[config.mk]
export PLATFORM = sky130hd
export DESIGN_NAME = hashed_dither_threshold_generator_top
export DESIGN_NICKNAME = d
export VERILOG_FILES = /design/src/hw/rtl/hdtg_pkg.sv /design/src/hw/rtl/hdtg_chan_wrap.sv /design/src/hw/rtl/hdtg_seed.sv /design/src/hw/rtl/hdtg_rank.sv /design/src/hw/rtl/hashed_dither_threshold_generator_top.sv
export SDC_FILE = /design/constraint.sdc
export NUM_CORES = 2
export LEC_CHECK = 0
export ABC_CLOCK_PERIOD_IN_PS = 10700
export BUFFER_PORTS_ARGS = -buffer_cell sky130_fd_sc_hd__buf_2
export CAP_MARGIN = 40
export CORE_AREA = 3 3 347 486
export CTS_CLUSTER_DIAMETER = 80
export DETAILED_ROUTE_END_ITERATION = 10
export DIE_AREA = 0 0 350 489
export GPL_ROUTABILITY_DRIVEN = 0
export GPL_TIMING_DRIVEN = 0
export HOLD_SLACK_MARGIN = 0.03
export SYNTH_ARGS = -nofsm -noshare
export SYNTH_HDL_FRONTEND = slang
export SYNTH_SLANG_ARGS = --single-unit
[constraint.sdc]
create_clock -name i_clk -period 10.7 [get_ports i_clk]
set_input_delay 0.535 -clock i_clk [delete_from_list [all_inputs] [get_ports i_clk]]
set_output_delay 0.535 -clock i_clk [all_outputs]
set_load 0.005 [all_outputs]
[src/hw/rtl/hdtg_pkg.sv]
// package for the hashed dither threshold generator: constants, types, helper functions
package hdtg_pkg;

    localparam logic [31:0] K_MIX_A = 32'h7feb352d;
    localparam logic [31:0] K_MIX_B = 32'h846ca68b;
    localparam logic [31:0] K_PERM  = 32'he95e1dd5;
    localparam logic [31:0] K_GOLD  = 32'h9e3779b9;
    localparam logic [31:0] K_CHAN  = 32'h85ebca6b;
    localparam logic [31:0] K_DEPTH = 32'hc2b2ae35;
    localparam logic [31:0] K_COORD = 32'h243f6a88;
    localparam logic [31:0] K_KEYX  = 32'ha511e9b3;
    localparam logic [31:0] K_KEYY  = 32'h63d83595;
    localparam logic [31:0] K_RANK  = 32'hb7e15162;
    localparam logic [31:0] K_JITX  = 32'h6a09e667;
    localparam logic [31:0] K_JITY  = 32'hbb67ae85;
    localparam logic [31:0] K_OFFX  = 32'h68bc21eb;
    localparam logic [31:0] K_OFFY  = 32'h02e5be93;

    localparam logic [16:0] SCALE_MUL = 17'd65551;
    localparam logic [11:0] SCALE_RND = 12'd2055;

    localparam logic CFG_FRAME_SEQ  = 1'b0;
    localparam logic CFG_CHAN_COUNT = 1'b1;

    typedef struct packed {
        logic       vld;
        logic [5:0] px;
        logic [5:0] py;
        logic [7:0] chw;
    } t_chan_item;

    typedef struct packed {
        logic        vld;
        logic [5:0]  px;
        logic [5:0]  py;
        logic [31:0] seed;
        logic [5:0]  offx;
        logic [5:0]  offy;
    } t_seed_item;

    function automatic logic [31:0] xs16(input logic [31:0] v);
        return v ^ (v >> 16);
    endfunction

    function automatic logic [31:0] xs15(input logic [31:0] v);
        return v ^ (v >> 15);
    endfunction

    // one restoring step of the channel wrap
    function automatic logic [7:0] mod_step(input logic [7:0] rem, input logic b,
                                            input logic [7:0] cnt);
        logic [8:0] t;
        t = {rem, b};
        if (t >= {1'b0, cnt}) begin
            t = t - {1'b0, cnt};
        end
        return t[7:0];
    endfunction

    function automatic logic [5:0] perm6_head(input logic [5:0] v, input logic [5:0] key);
        return (v ^ key) * K_PERM[5:0];
    endfunction

    function automatic logic [5:0] perm6_tail(input logic [5:0] v, input logic [5:0] khi);
        logic [5:0] t;
        t = v ^ (v >> 3);
        t = t ^ (t >> 5);
        t = t ^ khi;
        return t * K_MIX_A[5:0];
    endfunction

    function automatic logic [11:0] perm12_head(input logic [11:0] v, input logic [11:0] key);
        return (v ^ key) * K_PERM[11:0];
    endfunction

    function automatic logic [11:0] perm12_tail(input logic [11:0] v,
                                                input logic [11:0] khi);
        logic [11:0] t;
        t = v ^ (v >> 3);
        t = t ^ (t >> 5);
        t = t ^ khi;
        return t * K_MIX_A[11:0];
    endfunction

    function automatic logic [11:0] spread6(input logic [5:0] v);
        logic [11:0] r;
        r = '0;
        for (int i = 0; i < 6; i++) begin
            r[2*i] = v[i];
        end
        return r;
    endfunction

endpackage

[src/hw/rtl/hdtg_chan_wrap.sv]
// two-stage channel wrap: channel index modulo channel count, restoring steps
module hdtg_chan_wrap (
    input  logic                  i_clk,
    input  logic                  i_rst_n,
    input  logic                  i_vld,
    input  logic [5:0]            i_px,
    input  logic [5:0]            i_py,
    input  logic [7:0]            i_ch,
    input  logic [7:0]            i_cnt,
    output hdtg_pkg::t_chan_item  o_item
);

    logic       r_vld1;
    logic [7:0] r_rem1;
    logic [3:0] r_chlo1;
    logic [5:0] r_px1;
    logic [5:0] r_py1;
    logic       r_vld2;
    logic [5:0] r_px2;
    logic [5:0] r_py2;
    logic [7:0] r_chw2;
    logic [7:0] n_rem1;
    logic [7:0] n_rem2;

    // upper four bits
    always_comb begin
        n_rem1 = '0;
        for (int i = 7; i >= 4; i--) begin
            n_rem1 = hdtg_pkg::mod_step(n_rem1, i_ch[i], i_cnt);
        end
    end

    // lower four bits
    always_comb begin
        n_rem2 = r_rem1;
        for (int i = 3; i >= 0; i--) begin
            n_rem2 = hdtg_pkg::mod_step(n_rem2, r_chlo1[i], i_cnt);
        end
    end

    always_ff @(posedge i_clk) begin
        if (!i_rst_n) begin
            r_vld1 <= 1'b0;
            r_vld2 <= 1'b0;
        end else begin
            r_vld1 <= i_vld;
            r_vld2 <= r_vld1;
        end
    end

    always_ff @(posedge i_clk) begin
        r_rem1  <= n_rem1;
        r_chlo1 <= i_ch[3:0];
        r_px1   <= i_px;
        r_py1   <= i_py;
        r_px2   <= r_px1;
        r_py2   <= r_py1;
        r_chw2  <= (i_cnt == 8'd0) ? 8'd0 : n_rem2;
    end

    always_comb begin
        o_item.vld = r_vld2;
        o_item.px  = r_px2;
        o_item.py  = r_py2;
        o_item.chw = r_chw2;
    end

endmodule

[src/hw/rtl/hdtg_seed.sv]
// five-stage seed hash and tile offset derivation
module hdtg_seed (
    input  logic                  i_clk,
    input  logic                  i_rst_n,
    input  hdtg_pkg::t_chan_item  i_item,
    input  logic [31:0]           i_seq,
    input  logic [7:0]            i_cnt,
    output hdtg_pkg::t_seed_item  o_item
);

    logic [4:0]  r_vld;
    logic [31:0] r_cfg_mix;
    logic [31:0] r_h0;
    logic [31:0] r_h1;
    logic [31:0] r_h2;
    logic [31:0] r_seed6;
    logic [5:0]  r_ax;
    logic [5:0]  r_ay;
    logic [5:0]  r_px [4];
    logic [5:0]  r_py [4];
    logic [5:0]  r_px5;
    logic [5:0]  r_py5;
    logic [31:0] r_seed5;
    logic [5:0]  r_offx5;
    logic [5:0]  r_offy5;
    logic [31:0] n_s0;
    logic [31:0] n_seed;
    logic [31:0] n_phase;
    logic [31:0] n_phase7;

    assign n_s0     = r_cfg_mix ^ ((32'(i_item.chw) + 32'd1) * hdtg_pkg::K_CHAN);
    assign n_seed   = hdtg_pkg::xs16(r_h2);
    assign n_phase  = n_seed ^ hdtg_pkg::K_GOLD;
    assign n_phase7 = r_seed6 ^ hdtg_pkg::K_GOLD;

    always_ff @(posedge i_clk) begin
        if (!i_rst_n) begin
            r_vld <= '0;
        end else begin
            r_vld <= {r_vld[3:0], i_item.vld};
        end
    end

    always_ff @(posedge i_clk) begin
        // the user must change configuration only while idle; the block itself does not enforce it
        r_cfg_mix <= (i_seq * hdtg_pkg::K_GOLD)
                   ^ ((32'(i_cnt) + 32'd1) * hdtg_pkg::K_DEPTH);
        r_h0      <= hdtg_pkg::xs16(n_s0);
        r_h1      <= r_h0 * hdtg_pkg::K_MIX_A;
        r_h2      <= hdtg_pkg::xs15(r_h1) * hdtg_pkg::K_MIX_B;
        r_seed6   <= n_seed;
        r_ax      <= hdtg_pkg::perm6_head(i_seq[5:0] + hdtg_pkg::K_OFFX[5:0], n_phase[5:0]);
        r_ay      <= hdtg_pkg::perm6_head(i_seq[5:0] ^ hdtg_pkg::K_OFFY[5:0],
                                          n_phase[12:7]);
        r_px[0]   <= i_item.px;
        r_py[0]   <= i_item.py;
        for (int i = 1; i < 4; i++) begin
            r_px[i] <= r_px[i-1];
            r_py[i] <= r_py[i-1];
        end
        r_px5   <= r_px[3];
        r_py5   <= r_py[3];
        r_seed5 <= r_seed6;
        r_offx5 <= hdtg_pkg::perm6_tail(r_ax, n_phase7[14:9]);
        r_offy5 <= hdtg_pkg::perm6_tail(r_ay, n_phase7[21:16]);
    end

    always_comb begin
        o_item.vld  = r_vld[4];
        o_item.px   = r_px5;
        o_item.py   = r_py5;
        o_item.seed = r_seed5;
        o_item.offx = r_offx5;
        o_item.offy = r_offy5;
    end

endmodule

[src/hw/rtl/hdtg_rank.sv]
// five-stage rank path: coordinate permutation, interleave, rank permutation, jitter, scaling
module hdtg_rank (
    input  logic                  i_clk,
    input  logic                  i_rst_n,
    input  hdtg_pkg::t_seed_item  i_item,
    output logic                  o_strobe,
    output logic [15:0]           o_threshold
);

    logic [4:0]  r_vld;
    logic [31:0] r_seed8;
    logic [31:0] r_seed9;
    logic [5:0]  r_hx;
    logic [5:0]  r_hy;
    logic [31:0] r_jm;
    logic [11:0] r_rank9;
    logic [31:0] r_jh1;
    logic [11:0] r_ra;
    logic [11:0] r_krhi;
    logic [31:0] r_jh2;
    logic [11:0] r_rank11;
    logic [15:0] r_thr;
    logic [5:0]  n_sx;
    logic [5:0]  n_sy;
    logic [31:0] n_kx_in;
    logic [31:0] n_ky_in;
    logic [31:0] n_kx;
    logic [31:0] n_ky;
    logic [5:0]  n_fx;
    logic [5:0]  n_fy;
    logic [31:0] n_kr;
    logic [31:0] n_jit;
    logic [27:0] n_scaled;

    assign n_sx    = i_item.px + i_item.offx;
    assign n_sy    = i_item.py + i_item.offy;
    assign n_kx_in = i_item.seed ^ hdtg_pkg::K_COORD ^ hdtg_pkg::K_KEYX;
    assign n_ky_in = i_item.seed ^ hdtg_pkg::K_COORD ^ hdtg_pkg::K_KEYY;
    assign n_kx    = r_seed8 ^ hdtg_pkg::K_COORD ^ hdtg_pkg::K_KEYX;
    assign n_ky    = r_seed8 ^ hdtg_pkg::K_COORD ^ hdtg_pkg::K_KEYY;
    assign n_fx    = hdtg_pkg::perm6_tail(r_hx, n_kx[14:9]);
    assign n_fy    = hdtg_pkg::perm6_tail(r_hy, n_ky[14:9]);
    assign n_kr    = r_seed9 ^ hdtg_pkg::K_RANK;
    assign n_jit   = hdtg_pkg::xs16(r_jh2);
    assign n_scaled = 28'(r_rank11) * 28'(hdtg_pkg::SCALE_MUL) + 28'(hdtg_pkg::SCALE_RND);

    always_ff @(posedge i_clk) begin
        if (!i_rst_n) begin
            r_vld <= '0;
        end else begin
            r_vld <= {r_vld[3:0], i_item.vld};
        end
    end

    always_ff @(posedge i_clk) begin
        r_seed8  <= i_item.seed;
        r_hx     <= hdtg_pkg::perm6_head(n_sx, n_kx_in[5:0]);
        r_hy     <= hdtg_pkg::perm6_head(n_sy, n_ky_in[5:0]);
        r_jm     <= i_item.seed ^ (32'(n_sx) * hdtg_pkg::K_JITX)
                  ^ (32'(n_sy) * hdtg_pkg::K_JITY);
        r_seed9  <= r_seed8;
        r_rank9  <= hdtg_pkg::spread6(n_fx) | (hdtg_pkg::spread6(n_fy) << 1);
        r_jh1    <= hdtg_pkg::xs16(r_jm) * hdtg_pkg::K_MIX_A;
        r_ra     <= hdtg_pkg::perm12_head(r_rank9, n_kr[11:0]);
        r_krhi   <= n_kr[20:9];
        r_jh2    <= hdtg_pkg::xs15(r_jh1) * hdtg_pkg::K_MIX_B;
        r_rank11 <= hdtg_pkg::perm12_tail(r_ra, r_krhi) + {6'd0, n_jit[5:0]};
        r_thr    <= n_scaled[27:12];
    end

    assign o_strobe    = r_vld[4];
    assign o_threshold = r_thr;

endmodule

[src/hw/rtl/hashed_dither_threshold_generator_top.sv]
// top level of the hashed dither threshold generator
// Usage:
//   Command channel: present i_pixel_x, i_pixel_y and i_channel_index with start
//   high; a transfer happens at every rising edge with start high and busy low.
//   busy is never raised, so one transfer can be made in every cycle.
//   Result channel: o_strobe is high for exactly one cycle with o_threshold
//   valid; results come out in command order, one per command.
//   Pipeline: the result passes through twelve register stages (channel wrap 2,
//   seed hash 5, rank path 5).
//   Throughput: one threshold per cycle.
//   Configuration: i_cfg_we writes i_cfg_data into register i_cfg_idx
//   (0 frame sequence, 1 channel count, low 8 bits); write only while no
//   command is in flight.
//   Reset: synchronous, active low; clears the pipeline valid bits and sets
//   both configuration registers to zero.
//   The receiver cannot stall; results must be taken on the strobe cycle.
module hashed_dither_threshold_generator_top (
    input  logic        i_clk,
    input  logic        i_rst_n,
    input  logic        start,
    output logic        busy,
    input  logic [15:0] i_pixel_x,
    input  logic [15:0] i_pixel_y,
    input  logic [7:0]  i_channel_index,
    output logic        o_strobe,
    output logic [15:0] o_threshold,
    input  logic        i_cfg_we,
    input  logic        i_cfg_idx,
    input  logic [31:0] i_cfg_data
);

    logic [31:0] r_frame_seq;
    logic [7:0]  r_chan_cnt;

    hdtg_pkg::t_chan_item chan_item;
    hdtg_pkg::t_seed_item seed_item;

    always_ff @(posedge i_clk) begin
        if (!i_rst_n) begin
            r_frame_seq <= '0;
            r_chan_cnt  <= '0;
        end else if (i_cfg_we) begin
            unique case (i_cfg_idx)
                hdtg_pkg::CFG_FRAME_SEQ:  r_frame_seq <= i_cfg_data;
                hdtg_pkg::CFG_CHAN_COUNT: r_chan_cnt  <= i_cfg_data[7:0];
                default: ;
            endcase
        end
    end

    assign busy = 1'b0;

    hdtg_chan_wrap u_chan_wrap (
        .i_clk   (i_clk),
        .i_rst_n (i_rst_n),
        .i_vld   (start),
        .i_px    (i_pixel_x[5:0]),
        .i_py    (i_pixel_y[5:0]),
        .i_ch    (i_channel_index),
        .i_cnt   (r_chan_cnt),
        .o_item  (chan_item)
    );

    hdtg_seed u_seed (
        .i_clk   (i_clk),
        .i_rst_n (i_rst_n),
        .i_item  (chan_item),
        .i_seq   (r_frame_seq),
        .i_cnt   (r_chan_cnt),
        .o_item  (seed_item)
    );

    hdtg_rank u_rank (
        .i_clk       (i_clk),
        .i_rst_n     (i_rst_n),
        .i_item      (seed_item),
        .o_strobe    (o_strobe),
        .o_threshold (o_threshold)
    );

endmodule
==> qor.yml <==
fin_skew_ns: 0.0777
wl_per_cell_um: 18.7
r2r.worst_path.cells: 38
crit_path_start_kind: "register"
critPathTopFamily: "compound AO/OA/AOI/OAI gates"
rrSetupSlack_ns: 0.74
hold_class: "in2reg"
viasPerCell: 4.95
grt_pass1_wl_um: 289000
arrival_ns: 10.46
fp.dieW_um: 350
synthCells: 7169
antenna_found_initial: 3
synthDistinctLibCells: 78
ys_seq_area_share_pct: 15.4
synth_top_cells_by_count: "inv_1 (1896), ha_1 (1413), fa_1 (1110)"
slowest_delay_ns: 0.69
worst_slew_pin_slew_ns: 0.943
dieHeight_um: 489
yosysTopAreaCellShare_pct: 30.1
syn_area_um2: 73800
min_from: "i_cfg_data[15]"
stdcell_count: 9567
period_share_pct: 93.0
die_area_um2: 171000
hold_path_end: "r_frame_seq[15]$_SDFFE_PN0P_"
firstDrtPassIters: 8
whs_path_depth: 3
initial_utilization_pct: 44.8
clock_latency_ns: 0.69
required_ns: 11.21
crit_fanout: 9
worstSetupEndpointType: "register"
syn_area_per_cell_um2: 10.3
async_flop_share_pct: 0
synth_area_leaders: "fa_1 (30%), ha_1 (24%), dfxtp_1 (15%)"
cp_slowest_cell: "dfxtp_1"
htreeDepth: 3
synthesis.nets: 9769
max_cap_viol_count: 0
status: "finished clean"
core_um2: 164000
path_buf_inv: 4
setup_tns_ns: 0
layout-drive-gt1-share_pct: 4.15
overflow: 0
io_pins: 95
place_inst: 9430
setup_viol: 0
drt-initial-drc-count: 1764
antenna_left: 0
cts_sinks: 566
synth_largest_area_cell: "fa_1"
slew_headroom_pct: 36.6
area_growth_pct: 8.37
rows: 176
drcViolationCount: 0
wl_um: 179000
r2r-start: "r_chan_cnt[3]$_SDFFE_PN0P_"
synth_edf_count: 0
synth-seq-cells: 566
nNetsFinal: 9979
clk_pin_slew_ns: 0.06
ys_warn_count: 0
port_buffers: 73
first_global_vias: 53500
grt_setup_unrepaired: "no"
synth_flop_cell: "dfxtp_1"
track_usage_pct: 21.9
grt_max_degree: 22
final_hold_viol_count: 0
tritoncts: "done"
root_buffer: "clkbuf_16"
dpl.hpwl_um: 159000
fmax_mhz: 100
synth.most_common_cell: "inv_1"
cts_buffers: 66
clockBufferDepth: 3
critical_path_class: "reg2reg"
drv_slew: 0
reg2reg_to: "u_chan_wrap.r_chw2[0]$_SDFF_PN0_"
finalCriticalPeriod_ns: 9.96
postCtsSetupBuffers: 0
vias: 47300
-- how the worst max path moves through the flow --
stage / from / end / slack, ns / cells past startpoint
global placement: r_chan_cnt[0]$_SDFFE_PN0P_ / u_chan_wrap.r_chw2[0]$_SDFF_PN0_ / 0.59 / 38
CTS: r_chan_cnt[1]$_SDFFE_PN0P_ / u_chan_wrap.r_chw2[0]$_SDFF_PN0_ / 0.23 / 39
detailed placement: r_chan_cnt[1]$_SDFFE_PN0P_ / u_chan_wrap.r_chw2[0]$_SDFF_PN0_ / 0.36 / 39
finish: r_chan_cnt[3]$_SDFFE_PN0P_ / u_chan_wrap.r_chw2[0]$_SDFF_PN0_ / 0.74 / 38
global route: r_chan_cnt[3]$_SDFFE_PN0P_ / u_chan_wrap.r_chw2[0]$_SDFF_PN0_ / 0.06 / 38
floorplan: r_chan_cnt[0]$_SDFFE_PN0P_ / u_chan_wrap.r_chw2[0]$_SDFF_PN0_ / 2.44 / 38
-- through the flow --
stage               area [um^2]  setup slack, ns  hold WS, ns  util, %
floorplan                 73800             2.44        0.310        -
global route              79900           0.0637       0.0592     48.6
detailed placement        77400            0.359        0.312     47.0
global placement          76800            0.588        0.310     46.7
CTS                       79900            0.234       0.0348     48.6
finish                    79900            0.744       0.0901     48.6
-- flip-flops by register name, indices dropped and copies added (netlist names), 16 cells and up --
| signal | count |
|---|---|
| r_frame_seq | 32 |
| u_rank.o_threshold | 16 |
| u_rank.r_jh1 | 32 |
| u_rank.r_jm | 32 |
| u_rank.r_seed8 | 21 |
| u_rank.r_seed9 | 21 |
| u_seed.r_cfg_mix | 32 |
| u_seed.r_h0 | 32 |
| u_seed.r_h1 | 32 |
| u_seed.r_h2 | 32 |
| u_seed.r_px | 24 |
| u_seed.r_py | 24 |
| u_seed.r_seed5 | 32 |
| u_seed.r_seed6 | 32 |
-- repair_timing --
item | in CTS | in global routing
resized for setup | 0 | 3
hold buffers | 17 | 0
endpoints found under the setup margin | 0 | 8
hold endpoints to repair | 17 | 0
-- kinds of logic after synthesis --
logic type,count (synthesis),share of synthesized area [%]
muxes,39,0.617
xor gates and xnor gates,852,10.2
AOI/OAI and AO/OA,682,6.02
buffers and inverters,1924,9.82
adders and majority gates,2523,54.1
other,1,0.00508
and+or+nand+nor,582,3.88
DFF,566,15.4
-- area by class of cell --
class / instances / area (um^2)
clock inverter: 35 / 561
inverter: 1898 / 7120
fill: 15200 / 84600
sequential: 566 / 11300
timing repair buffer: 142 / 1060
multi-input combinational: 4679 / 55300
buffer: 26 / 116
tap: 2136 / 2670
antenna: 1 / 2.50
clock buffer: 84 / 1810
-- tightest hold or removal path: cells and delay by family --
family | cells | cell delay [ns]
and+or+nand+nor | 1 | 0.04
AOI/OAI and AO/OA | 1 | 0.06
buffers and inverters | 1 | 0.10
-- cells in the final DEF (no fill, tap or decap), drive strengths merged, types with 17 or more instances in the layout --
master          n
inv          1908
ha           1413
fa           1110
xnor2         622
dfxtp         566
xor2          225
a21oi         206
nand2         164
nor2          133
buf           128
o21ai         120
clkbuf        107
a21o          104
a21boi         51
nand3          49
nor2b          43
nor3           38
o21a           35
mux2           31
o21bai         30
nand2b         29
nand4          28
and2           28
a31oi          25
and3           21
dlygate4sd3    17
-- per-layer routing --
metal  GRT usage [%]  routed length, um  up-vias
met5               0                 13        -
met4            11.6              11100        2
met3            1.92               4130      436
met2            42.3              97500      791
met1            23.2              66500    23400
li1                -                  -    22700
Power is left out: the tool's default activity adds up to more than one toggle a clock period on the data nets, which glitch-free logic cannot reach.
